`config.mk`:
```
export PLATFORM = sky130hd
export DESIGN_NAME = state_variable_filter_mix_core
export DESIGN_NICKNAME = d
export VERILOG_FILES = /design/src/rtl/svfm_pkg.sv /design/src/rtl/svfm_csr.sv /design/src/rtl/svfm_ctrl.sv /design/src/rtl/svfm_dp.sv /design/src/rtl/state_variable_filter_mix_core.sv
export SDC_FILE = /design/constraint.sdc
export NUM_CORES = 2
export LEC_CHECK = 0
export ABC_AREA = 0
export BUFFER_PORTS_ARGS = -buffer_cell sky130_fd_sc_hd__buf_2
export CORE_MARGIN = 3
export CORE_UTILIZATION = 65
export DETAILED_ROUTE_END_ITERATION = 6
export GPL_TIMING_DRIVEN = 0
export PLACE_DENSITY = 0.82
export SETUP_SLACK_MARGIN = 0.4
export SLEW_MARGIN = 20
export SYNTH_ARGS = -nofsm -noshare
export SYNTH_HDL_FRONTEND = slang
export SYNTH_SLANG_ARGS = --single-unit
```
`constraint.sdc`:
```
create_clock -name clock -period 10.25 [get_ports clock]
set_input_delay 0.5125 -clock clock [delete_from_list [all_inputs] [get_ports clock]]
set_output_delay 0.5125 -clock clock [all_outputs]
set_load 0.005 [all_outputs]
```
`src/rtl/svfm_pkg.sv`:
```
// ----------------------------------------------------------------------------
// svfm_pkg: shared types, codes and arithmetic helpers
// Register indexes, sequencer step codes, the configuration bundle and the
// rounding and saturation helpers used by the filter datapath.
// ----------------------------------------------------------------------------
package svfm_pkg;

   localparam int unsigned CSR_IDX_W = 3;

   localparam logic [CSR_IDX_W-1:0] CSR_COEF_F      = 3'd0;
   localparam logic [CSR_IDX_W-1:0] CSR_DAMPING_Q   = 3'd1;
   localparam logic [CSR_IDX_W-1:0] CSR_WET_GAIN    = 3'd2;
   localparam logic [CSR_IDX_W-1:0] CSR_FILTER_MODE = 3'd3;
   localparam logic [CSR_IDX_W-1:0] CSR_BYPASS      = 3'd4;

   localparam logic [15:0] COEF_F_RST    = 16'd4667;
   localparam logic [15:0] DAMPING_Q_RST = 16'd16548;
   localparam logic [15:0] WET_GAIN_RST  = 16'd32768;
   localparam logic [15:0] ONE_Q15       = 16'd32768;
   localparam logic [15:0] DAMP_MIN      = 16'd327;

   typedef enum logic [1:0] {
      MODE_LOW  = 2'd0,
      MODE_HIGH = 2'd1,
      MODE_BAND = 2'd2,
      MODE_RAW  = 2'd3
   } mode_type;

   typedef struct packed {
      logic [15:0] coef_f;
      logic [15:0] damping_q;
      logic [15:0] wet_gain;
      mode_type    filter_mode;
      logic        bypass;
   } cfg_type;

   // One datapath operation per cycle
   typedef enum logic [2:0] {
      STEP_NONE     = 3'd0,
      STEP_MUL_LOW  = 3'd1,  // prod = f * band
      STEP_LOW      = 3'd2,  // low update, prod = q * band
      STEP_HIGH     = 3'd3,  // high = x - low - q*band
      STEP_MUL_BAND = 3'd4,  // prod = f * high
      STEP_BAND     = 3'd5,  // band update, prod = dry * x
      STEP_MIX      = 3'd6   // acc = dry * x, prod = wet * sel
   } step_type;

   typedef struct packed {
      step_type step;
      logic     load_in;
      logic     load_out;
   } cmd_type;

   typedef struct packed {
      logic bypass;
   } status_type;

   // Round half up, then drop 15 fraction bits
   function automatic logic signed [25:0] rnd_q15(input logic signed [40:0] p);
      logic signed [40:0] s;
      s = p + 41'sd16384;
      return 26'(s >>> 15);
   endfunction

   function automatic logic signed [23:0] sat24(input logic signed [27:0] v);
      logic signed [23:0] r;
      if (v > 28'sd8388607) begin
         r = 24'sh7FFFFF;
      end else if (v < -28'sd8388608) begin
         r = 24'sh800000;
      end else begin
         r = v[23:0];
      end
      return r;
   endfunction

   function automatic logic signed [15:0] sat16(input logic signed [20:0] v);
      logic signed [15:0] r;
      if (v > 21'sd32767) begin
         r = 16'sh7FFF;
      end else if (v < -21'sd32768) begin
         r = 16'sh8000;
      end else begin
         r = v[15:0];
      end
      return r;
   endfunction

endpackage

```
`src/rtl/svfm_csr.sv`:
```
// ----------------------------------------------------------------------------
// svfm_csr: configuration registers
// Holds tuning, damping, mix, mode and bypass; takes one write per cycle.
// ----------------------------------------------------------------------------
module svfm_csr (
   input  logic                          clock,
   input  logic                          reset,
   input  logic                          csr_valid,
   input  logic [svfm_pkg::CSR_IDX_W-1:0] csr_index,
   input  logic [15:0]                   csr_data,
   output logic                          csr_ready,
   output svfm_pkg::cfg_type             cfg
);
   import svfm_pkg::*;

   cfg_type cfg_ff;
   cfg_type cfg_in;

   assign csr_ready = 1'b1;
   assign cfg       = cfg_ff;

   always_comb begin
      cfg_in = cfg_ff;
      if (csr_valid) begin
         unique case (csr_index)
            CSR_COEF_F:      cfg_in.coef_f      = csr_data;
            CSR_DAMPING_Q:   cfg_in.damping_q   = csr_data;
            CSR_WET_GAIN:    cfg_in.wet_gain    = csr_data;
            CSR_FILTER_MODE: cfg_in.filter_mode = mode_type'(csr_data[1:0]);
            CSR_BYPASS:      cfg_in.bypass      = csr_data[0];
            default:         cfg_in = cfg_ff;  // drop unknown index
         endcase
      end
   end

   always_ff @(posedge clock) begin
      if (reset) begin
         cfg_ff.coef_f      <= COEF_F_RST;
         cfg_ff.damping_q   <= DAMPING_Q_RST;
         cfg_ff.wet_gain    <= WET_GAIN_RST;
         cfg_ff.filter_mode <= MODE_LOW;
         cfg_ff.bypass      <= 1'b0;
      end else begin
         cfg_ff <= cfg_in;
      end
   end

endmodule

```
`src/rtl/svfm_ctrl.sv`:
```
// ----------------------------------------------------------------------------
// svfm_ctrl: sequencer
// Steps one sample through the filter and mix (or skips them in bypass),
// then hands the word to the output register.
// ----------------------------------------------------------------------------
module svfm_ctrl (
   input  logic                 clock,
   input  logic                 reset,
   input  logic                 req_valid,
   output logic                 req_stall,
   output logic                 rsp_valid,
   input  logic                 rsp_stall,
   input  svfm_pkg::status_type status,
   output svfm_pkg::cmd_type    cmd
);
   import svfm_pkg::*;

   typedef enum logic [2:0] {
      ST_IDLE,
      ST_MUL_LOW,
      ST_LOW,
      ST_HIGH,
      ST_MUL_BAND,
      ST_BAND,
      ST_MIX,
      ST_OUT
   } state_type;

   state_type state_ff, state_in;
   logic      rsp_valid_ff, rsp_valid_in;
   logic      accept;
   logic      out_free;

   assign req_stall = (state_ff != ST_IDLE);
   assign accept    = req_valid && (state_ff == ST_IDLE);
   assign out_free  = !rsp_valid_ff || !rsp_stall;
   assign rsp_valid = rsp_valid_ff;

   always_comb begin
      cmd          = '{step: STEP_NONE, load_in: 1'b0, load_out: 1'b0};
      state_in     = state_ff;
      rsp_valid_in = rsp_valid_ff && rsp_stall;
      unique case (state_ff)
         ST_IDLE: begin
            if (accept) begin
               cmd.load_in = 1'b1;
               state_in    = status.bypass ? ST_OUT : ST_MUL_LOW;
            end
         end
         ST_MUL_LOW: begin
            cmd.step = STEP_MUL_LOW;
            state_in = ST_LOW;
         end
         ST_LOW: begin
            cmd.step = STEP_LOW;
            state_in = ST_HIGH;
         end
         ST_HIGH: begin
            cmd.step = STEP_HIGH;
            state_in = ST_MUL_BAND;
         end
         ST_MUL_BAND: begin
            cmd.step = STEP_MUL_BAND;
            state_in = ST_BAND;
         end
         ST_BAND: begin
            cmd.step = STEP_BAND;
            state_in = ST_MIX;
         end
         ST_MIX: begin
            cmd.step = STEP_MIX;
            state_in = ST_OUT;
         end
         ST_OUT: begin
            if (out_free) begin
               cmd.load_out = 1'b1;
               rsp_valid_in = 1'b1;
               state_in     = ST_IDLE;
            end
         end
         default: state_in = ST_IDLE;
      endcase
   end

   always_ff @(posedge clock) begin
      if (reset) begin
         state_ff     <= ST_IDLE;
         rsp_valid_ff <= 1'b0;
      end else begin
         state_ff     <= state_in;
         rsp_valid_ff <= rsp_valid_in;
      end
   end

endmodule

```
`src/rtl/svfm_dp.sv`:
```
// ----------------------------------------------------------------------------
// svfm_dp: filter datapath
// One shared 17x24 multiplier, the Q4.20 integrators and the output register.
// ----------------------------------------------------------------------------
module svfm_dp (
   input  logic                 clock,
   input  logic                 reset,
   input  svfm_pkg::cmd_type    cmd,
   input  svfm_pkg::cfg_type    cfg,
   input  logic signed [15:0]   sample_in,
   output svfm_pkg::status_type status,
   output logic signed [15:0]   out_sample
);
   import svfm_pkg::*;

   logic signed [15:0] sample_ff;
   logic signed [23:0] x_ff;
   logic signed [23:0] low_ff,  low_in;
   logic signed [23:0] band_ff, band_in;
   logic signed [23:0] high_ff, high_in;
   logic signed [40:0] prod_ff, prod_in;
   logic signed [40:0] acc_ff,  acc_in;
   logic signed [15:0] out_ff;

   logic [15:0]        q_eff;
   logic [15:0]        wet_eff;
   logic [15:0]        dry;
   logic [15:0]        mul_a;
   logic signed [23:0] mul_b;
   logic signed [16:0] mul_a_s;
   logic signed [40:0] mul_res;
   logic signed [23:0] sel;
   logic signed [25:0] prod_rnd;
   logic signed [40:0] mix_sum;
   logic signed [20:0] mix_shift;
   logic signed [15:0] y;

   assign status.bypass = cfg.bypass;
   assign out_sample    = out_ff;

   assign q_eff   = (cfg.damping_q < DAMP_MIN) ? DAMP_MIN : cfg.damping_q;
   assign wet_eff = (cfg.wet_gain > ONE_Q15) ? ONE_Q15 : cfg.wet_gain;
   assign dry     = ONE_Q15 - wet_eff;

   always_comb begin
      unique case (cfg.filter_mode)
         MODE_LOW:  sel = low_ff;
         MODE_HIGH: sel = high_ff;
         MODE_BAND: sel = band_ff;
         MODE_RAW:  sel = x_ff;
         default:   sel = x_ff;
      endcase
   end

   // Operand select for the shared multiplier
   always_comb begin
      unique case (cmd.step)
         STEP_MUL_LOW:  begin mul_a = cfg.coef_f; mul_b = band_ff; end
         STEP_LOW:      begin mul_a = q_eff;      mul_b = band_ff; end
         STEP_MUL_BAND: begin mul_a = cfg.coef_f; mul_b = high_ff; end
         STEP_BAND:     begin mul_a = dry;        mul_b = x_ff;    end
         STEP_MIX:      begin mul_a = wet_eff;    mul_b = sel;     end
         default:       begin mul_a = cfg.coef_f; mul_b = band_ff; end
      endcase
   end

   assign mul_a_s  = $signed({1'b0, mul_a});
   assign mul_res  = mul_a_s * mul_b;
   assign prod_rnd = rnd_q15(prod_ff);

   always_comb begin
      low_in  = low_ff;
      band_in = band_ff;
      high_in = high_ff;
      prod_in = prod_ff;
      acc_in  = acc_ff;
      unique case (cmd.step)
         STEP_MUL_LOW: prod_in = mul_res;
         STEP_LOW: begin
            low_in  = sat24(28'(low_ff) + 28'(prod_rnd));
            prod_in = mul_res;
         end
         STEP_HIGH: high_in = sat24(28'(x_ff) - 28'(low_ff) - 28'(prod_rnd));
         STEP_MUL_BAND: prod_in = mul_res;
         STEP_BAND: begin
            band_in = sat24(28'(band_ff) + 28'(prod_rnd));
            prod_in = mul_res;
         end
         STEP_MIX: begin
            acc_in  = prod_ff;
            prod_in = mul_res;
         end
         default: ;
      endcase
   end

   // Mix rounding: add half an LSB of Q1.15 and drop 20 bits
   assign mix_sum   = acc_ff + prod_ff + 41'sd524288;
   assign mix_shift = 21'(mix_sum >>> 20);
   assign y         = cfg.bypass ? sample_ff : sat16(mix_shift);

   always_ff @(posedge clock) begin
      if (reset) begin
         low_ff  <= '0;
         band_ff <= '0;
      end else begin
         low_ff  <= low_in;
         band_ff <= band_in;
      end
   end

   always_ff @(posedge clock) begin
      high_ff <= high_in;
      prod_ff <= prod_in;
      acc_ff  <= acc_in;
      if (cmd.load_in) begin
         sample_ff <= sample_in;
         x_ff      <= 24'(sample_in) <<< 5;
      end
      if (cmd.load_out) begin
         out_ff <= y;
      end
   end

endmodule

```
`src/rtl/state_variable_filter_mix_core.sv`:
```
// ----------------------------------------------------------------------------
// state_variable_filter_mix_core: state variable filter with wet/dry mix
// Chamberlin filter on a mono Q1.15 sample, mode select and wet/dry mix,
// with both stereo outputs carrying the same word.
// ----------------------------------------------------------------------------
//
//   channel  direction  handshake            payload
//   req_     in         req_valid/req_stall  req_sample_in
//   rsp_     out        rsp_valid/rsp_stall  rsp_out_left, rsp_out_right
//   csr_     in         csr_valid/csr_ready  csr_index, csr_data
//
// A filtered word goes from the accept through six steps around the single
// shared multiplier and is then loaded into the output register.
// A bypassed word skips the steps. The next word is taken once the sequencer
// is back in idle, even while the previous result still waits on rsp_stall;
// a full output register holds the sequencer in its output state.
// Synchronous reset clears the integrators, the configuration registers and the sequencer.
// ----------------------------------------------------------------------------
module state_variable_filter_mix_core (
   input  logic                          clock,
   input  logic                          reset,
   // input samples
   input  logic                          req_valid,
   output logic                          req_stall,
   input  logic signed [15:0]            req_sample_in,
   // results
   output logic                          rsp_valid,
   input  logic                          rsp_stall,
   output logic signed [15:0]            rsp_out_left,
   output logic signed [15:0]            rsp_out_right,
   // register writes
   input  logic                          csr_valid,
   output logic                          csr_ready,
   input  logic [svfm_pkg::CSR_IDX_W-1:0] csr_index,
   input  logic [15:0]                   csr_data
);
   import svfm_pkg::*;

   cfg_type            cfg;
   cmd_type            cmd;
   status_type         status;
   logic signed [15:0] out_sample;

   // Configuration registers
   svfm_csr u_csr (
      .clock     (clock),
      .reset     (reset),
      .csr_valid (csr_valid),
      .csr_index (csr_index),
      .csr_data  (csr_data),
      .csr_ready (csr_ready),
      .cfg       (cfg)
   );

   // Sequencer: owns both handshakes and the step order
   svfm_ctrl u_ctrl (
      .clock     (clock),
      .reset     (reset),
      .req_valid (req_valid),
      .req_stall (req_stall),
      .rsp_valid (rsp_valid),
      .rsp_stall (rsp_stall),
      .status    (status),
      .cmd       (cmd)
   );

   // Datapath: integrators, shared multiplier, mix and output word
   svfm_dp u_dp (
      .clock      (clock),
      .reset      (reset),
      .cmd        (cmd),
      .cfg        (cfg),
      .sample_in  (req_sample_in),
      .status     (status),
      .out_sample (out_sample)
   );

   // Mono source: drive both sides from the same word
   assign rsp_out_left  = out_sample;
   assign rsp_out_right = out_sample;

endmodule
```
Yosys cells after proc, flatten, opt, wreduce, memory -nomap -nowiden. Cells that the tools add are included.

Input port bits: 40. Logic and storage cells: 96. Output and inout port bits: 35. Register bits after elaboration: 257.

Multiply operators: 1. Reductions and logical operators: 16. Equal/unequal tests: 22. Magnitude comparators: 10. Mux-type cells: 24. $add $sub $neg: 8.

Operators by type and width (count): two-way mux 24 bit (5); case mux 24 bit (4 select lines) (1); greater-than comparator 28 x 24 -> 1 bit, second input constant (3); less-than comparator 28 x 24 -> 1 bit, second input constant (3); two-way mux 16 bit (5); case mux 24 bit (3 select lines) (1); adder 24 x 26 -> 27 bit (2); case mux 16 bit (3 select lines) (1); adder 41 x 16 -> 41 bit, second input constant (1); adder 41 x 21 -> 41 bit, second input constant (1); adder 41 bit (1); multiplier 17 x 24 -> 41 bit (1); subtractor 25 x 26 -> 27 bit (1); subtractor 21 x 24 -> 25 bit (1); == test 3 bit, second input constant (8); case mux 3 bit (8 select lines) (1); greater-than comparator 21 x 16 -> 1 bit, second input constant (1); less-than comparator 21 x 16 -> 1 bit, second input constant (1); == test 3 x 2 -> 1 bit, second input constant (6); case mux 3 bit (6 select lines) (1); greater-than comparator 16 bit, second input constant (1); less-than comparator 16 x 9 -> 1 bit, second input constant (1); subtractor 16 bit, first input constant (1); AND reduction 2 bit (6); 13 further kinds (27).

Logic depth before layout (Yosys ltp).
Depth after elaboration: 6. Gate-level depth with buffers: 42. Mapped depth without buffers: 40.

Hierarchy. A second synthesis with hierarchy kept.

Cells, all modules: 3526. Area total of the unflattened synthesis: 31856.8 um^2.

Modules (own cells, without submodules): svfm_dp (sequential area each 5104.9 um^2, times used 1, area each 29371.9 um^2, cells each 3279); svfm_csr (sequential area each 1021.0 um^2, times used 1, area each 2120.8 um^2, cells each 203); svfm_ctrl (sequential area each 80.1 um^2, times used 1, area each 244.0 um^2, cells each 28); state_variable_filter_mix_core (sequential area each 0.0 um^2, times used 1, area each 120.1 um^2, cells each 16).

Least setup slack after synthesis. No wires, ideal clock.

Path kind: reg2reg. From: reg u_csr.cfg_ff, in the netlist u_csr.cfg[5]. To: reg u_dp.prod_ff[39] (data pin). Setup time: 258 ps. Path slack: 1175 ps. Buffers on the path: 2. Arrival: 8817 ps. Data required time: 9992 ps. Clock period less this slack: 9075 ps. Stages on the path, launching flop included: 41. Cells stage by stage: dfxtp_1 nor3_1 nor3b_1 nand3_1 or3b_2 nand2_1 clkbuf_1 nand2_1 ha_1 o21a_1 o21a_1 o21a_1 nand3_1 o21a_1 o22ai_1 a221oi_1 clkbuf_1 nor2_1 [... 5 more ...] fa_1 fa_1 inv_1 fa_1 inv_1 ha_1 a21o_1 a21oi_1 o21bai_1 a211oi_1 o21ai_0 o211ai_1 a211oi_1 nor2_1 a211o_1 o21bai_1 a21oi_1 xnor2_1.

Word-level cells in the longest chain between the ends: 5.

RTL lines: from (decl) (RTL line svfm_csr.sv:16) `cfg_type cfg_ff;`; from (signal assigned) (RTL line svfm_csr.sv:44) `cfg_ff <= cfg_in;`; greater-than comparator 16 bit (RTL line svfm_dp.sv:42) `assign wet_eff = (cfg.wet_gain > ONE_Q15) ? ONE_Q15 : cfg.wet_gain;`; two-way mux 16 bit * (RTL line svfm_dp.sv:42); subtractor 16 bit (RTL line svfm_dp.sv:43) `assign dry = ONE_Q15 - wet_eff;`; case mux 16 bit (3 select lines) * (RTL line svfm_dp.sv:57) `unique case (cmd.step)`; multiplier 17 x 24 -> 41 bit * (RTL line svfm_dp.sv:68) `assign mul_res = mul_a_s * mul_b;`; named net u_dp.mul_res[39] (RTL line svfm_dp.sv:31) `logic signed [40:0] mul_res;`; to (signal assigned) (RTL line svfm_dp.sv:114) `prod_ff <= prod_in;`; to (decl) (RTL line svfm_dp.sv:21) `logic signed [40:0] prod_ff, prod_in;`.

The timed path passes the listed nets; every way through them passes the cells marked *. A chain may end at the register's enable or synchronous reset.

Final worst setup path.
From: reg u_csr.cfg_ff, in the netlist u_csr.cfg[7]. To: reg u_dp.prod_ff[37] (data pin).

The elaborated chain is that of the path after synthesis.

==> summary.md <==
| Metric | Value |
|---|---|
| Status | complete, no violations |
| Compound-gate portion of the synthesized area | 13.6% |
| Clock sinks | 241 |
| H-tree levels | 1 |
| Final hold violation count | 0 |
| Port bufs | 72 |
| Initial core utilization | 66.1% |
| Total grt overflow | 0 |
| Adder-cell share of the synthesized area | 36.6% |
| Critical path data arrival time | 10.02 ns |
| Final hold slack | 0.0897 ns |
| Fin. max-slew vios | 0 |
| DRC | 0 |
| Sequential Area | 6210 um2 |
| Die Y | 227 um |
| Fin cells | 4321 |
| FFs w/ async S/R, synth | 0% |
| Combinational family with the most area after synthesis | adder cells |
| Initial antenna violation count | 2 |
| Final worst-path cycle share | 95.2% |
| Skew-Pair Late Insertion Delay | 0.60 ns |
| GPL Wtd Cong | 1.06 |
| Layout cells sized above 1 | 8.26% |
| Seq cells post-synth | 241 |
| Syn Inst Count | 3558 |
| Crit path max-delay cell type | xnor2_1 |
| PnR worst setup slack | 0.487 ns |
| Most crowded layer after global routing | met2 |
| Fmax achieved | 0.102 GHz |
| Worst setup EP type | flop |
| Area grow syn2layout | 8.71% |
| Site Rows | 80 |
| CTS tree | yes |
| Worst-path clk slew | 0.06 ns |
| Setup TNS | 0 ns |
| Pre-antenna DRT Iters | 6 |
| Final min period | 9.76 ns |
| Simple-Gate Fraction of Synth Area | 14.6% |
| Area of the multi-input gates | 22800 um2 |
| Starting DRT DRC Count | 2885 |
| Root Buffer | clkbuf_16 |
| Clock skew | 0.0341 ns |
| Placed cells | 4252 |
| EDFF count, synth | 138 |
| Measured slew at the worst slew-check pin | 1.19 ns |
| Mean post-synth cell area | 8.88 um2 |
| First-pass GRT wire length | 152000 um |
| Crit path max fanout | 10 |
| XOR/XNOR Fraction of Synth Area | 4.05% |
| Final setup viols | 0 |
| Nets | 4407 |
| Register area share after synthesis | 19.6% |
| Final ANT Viol Nets | 0 |
| DIE AREA | 51300 um2 |
| CP required | 10.51 ns |
| Max cap viols | 0 |
| Dpl ws | -1.46 ns |
| Post-synth cell types | 79 |
| Final HPWL DP | 78400 um |
| Vias per cell | 6.23 |
| Routing usage on met3 | 10.7% |
| Total GRT Usage | 39.2% |
| Synth warn | 0 |
| GR Layer Usage met1 | 48.3% |
| Ys flop type | edfxtp_1 |
| Drt total wl | 97700 um |
| Slowest stage delay, CP | 0.63 ns |
| Vias in the first global route | 27200 |
| Hold_buf cts | 0 |
| Most used cell, CP | fa_1 |
| Routed WL per cell | 22.6 um |
| Worst-case clock buffer depth | 3 |
| Post-synthesis cell area | 31600 um2 |
| Vias | 26900 |
| Die X | 227 um |
| Number of I/O pins | 75 |
| # fillers | 3691 |
| Post-synth net total | 4283 |
| Setup crit start kind | flop |
| Mux contribution to synthesized area | 2.24% |
| Worst setup path class | flop to flop |
| Met2 Use GR | 61.3% |
| Largest net degree at the start of global routing | 32 |
| HP Class | input pin to flop |
| Cts bufs inserted | 29 |
| Core area | 47800 um2 |
| RSZ-0062 raised after global routing | no |
| Slew headroom | 19.5% |
## final timing paths
path | endpoint | slack, ns | from | cells past startpoint
max | u_dp.prod_ff[37]$_DFFE_PP_ | 0.49 | u_csr.cfg[7]$_SDFFE_PP0P_ | 34
min | u_dp.sample_ff[15]$_DFFE_PP_ | 0.09 | req_sample_in[15] | 1
max reg2reg | u_dp.prod_ff[37]$_DFFE_PP_ | 0.49 | u_csr.cfg[7]$_SDFFE_PP0P_ | 34
min reg2reg | u_dp.acc_ff[3]$_DFFE_PN_ | 0.45 | u_dp.prod_ff[3]$_DFFE_PP_ | 0
## cell usage in the layout, fill, tap and decap left out, types with 15 or more instances in the layout
master,count
a211oi_1,35
a221oi_1,26
inv_1,602
clkbuf_1,93
buf_4,35
and2_1,32
xnor2_1,87
buf_2,79
o21ai_1,24
and3_1,25
edfxtp_1,138
nand2_1,422
mux2_2,17
a21oi_1,169
o21a_1,38
nand4_1,21
xor2_1,54
o21bai_1,17
o22ai_1,24
o21ai_0,124
a21o_1,69
nor2_1,263
clkbuf_2,15
nand2b_1,39
dfxtp_1,100
a31oi_1,16
mux4_2,19
nand3_1,46
nor2b_1,51
clkbuf_16,30
nor3_1,32
fa_1,401
ha_1,279
a22oi_1,23
nand3b_1,15
## cell usage after synthesis, drive strengths merged, types with 13 or more instances
master / n / area [um2]
mux4: 19 / 428
xor2: 54 / 473
nand4: 21 / 131
xnor2: 92 / 806
edfxtp: 138 / 4140
inv: 603 / 2260
nand3b: 15 / 113
a31oi: 17 / 106
clkbuf: 112 / 422
nor2b: 51 / 319
nor2: 266 / 998
buf: 38 / 223
mux2: 17 / 191
ha: 284 / 3550
o31ai: 13 / 111
and3: 25 / 156
o21a: 40 / 300
a22oi: 23 / 173
o21ai: 152 / 761
nand3: 49 / 250
fa: 401 / 8030
o22ai: 25 / 156
a21oi: 179 / 900
o21bai: 17 / 128
nand2: 423 / 1590
dfxtp: 103 / 2060
and2: 32 / 200
a221oi: 29 / 254
a211oi: 37 / 278
nor3: 36 / 180
nand2b: 39 / 244
a21o: 70 / 526
## sequential cells by signal (all words and copies together), names as in the netlist
signal,count
u_csr.cfg,51
u_dp.band_ff,24
u_dp.sample_ff,16
u_dp.out_sample,16
u_dp.low_ff,24
u_ctrl.state_ff,3
u_dp.prod_ff,41
u_dp.high_ff,24
u_dp.acc_ff,41
u_ctrl.rsp_valid,1
## routing by layer
layer  routed length (um)  vias up
met4                 7710        4
met3                11400      434
met5                  147        -
li1                     -    11900
met2                43200     1584
met1                35200    13000
## repair_timing
| item | 4_1_cts | 5_1_grt |
|---|---|---|
| setup endpoints to repair | 24 | 19 |
| pin swaps | 5 | 12 |
| buffers inserted | 6 | 8 |
| gates cloned | 0 | 0 |
| gates resized for setup | 55 | 61 |
## worst max-delay path: cells and delay by family (launching register included)
family | cells | cell delay [ns]
adders and majority gates | 8 | 3.81
and+or+nand+nor | 12 | 2.39
AOI/OAI and AO/OA | 7 | 1.32
buffers and inverters | 6 | 0.86
xor gates and xnor gates | 1 | 0.63
DFF | 1 | 0.37
## metrics by stage
stage | utilization, % | cell area, um2
3_5_place_dp | 68.7 | 32900
2_1_floorplan | - | 31600
3_3_place_gp | 68.4 | 32700
5_1_grt | 71.8 | 34400
6_report | 71.8 | 34400
4_1_cts | 71.3 | 34100
## kinds of logic after synthesis
logic type                 Yosys count
AOI/OAI and AO/OA                  670
xor gates and xnor gates           146
adders and majority gates          685
buffers and inverters              753
DFF                                241
muxes                               45
other                                1
and+or+nand+nor                   1017
## final cells by class
class	instances	area share [%]
multi-input combinational	2564	66.4
antenna	1	0.00728
tap	615	2.24
timing repair buffer	93	1.68
sequential	241	18.1
clock buffer	35	2.30
buffer	150	2.09
clock inverter	19	0.575
inverter	603	6.59
Power is not shown: default switching activity piles up to over one toggle a cycle in this logic, so the estimate is an artifact.
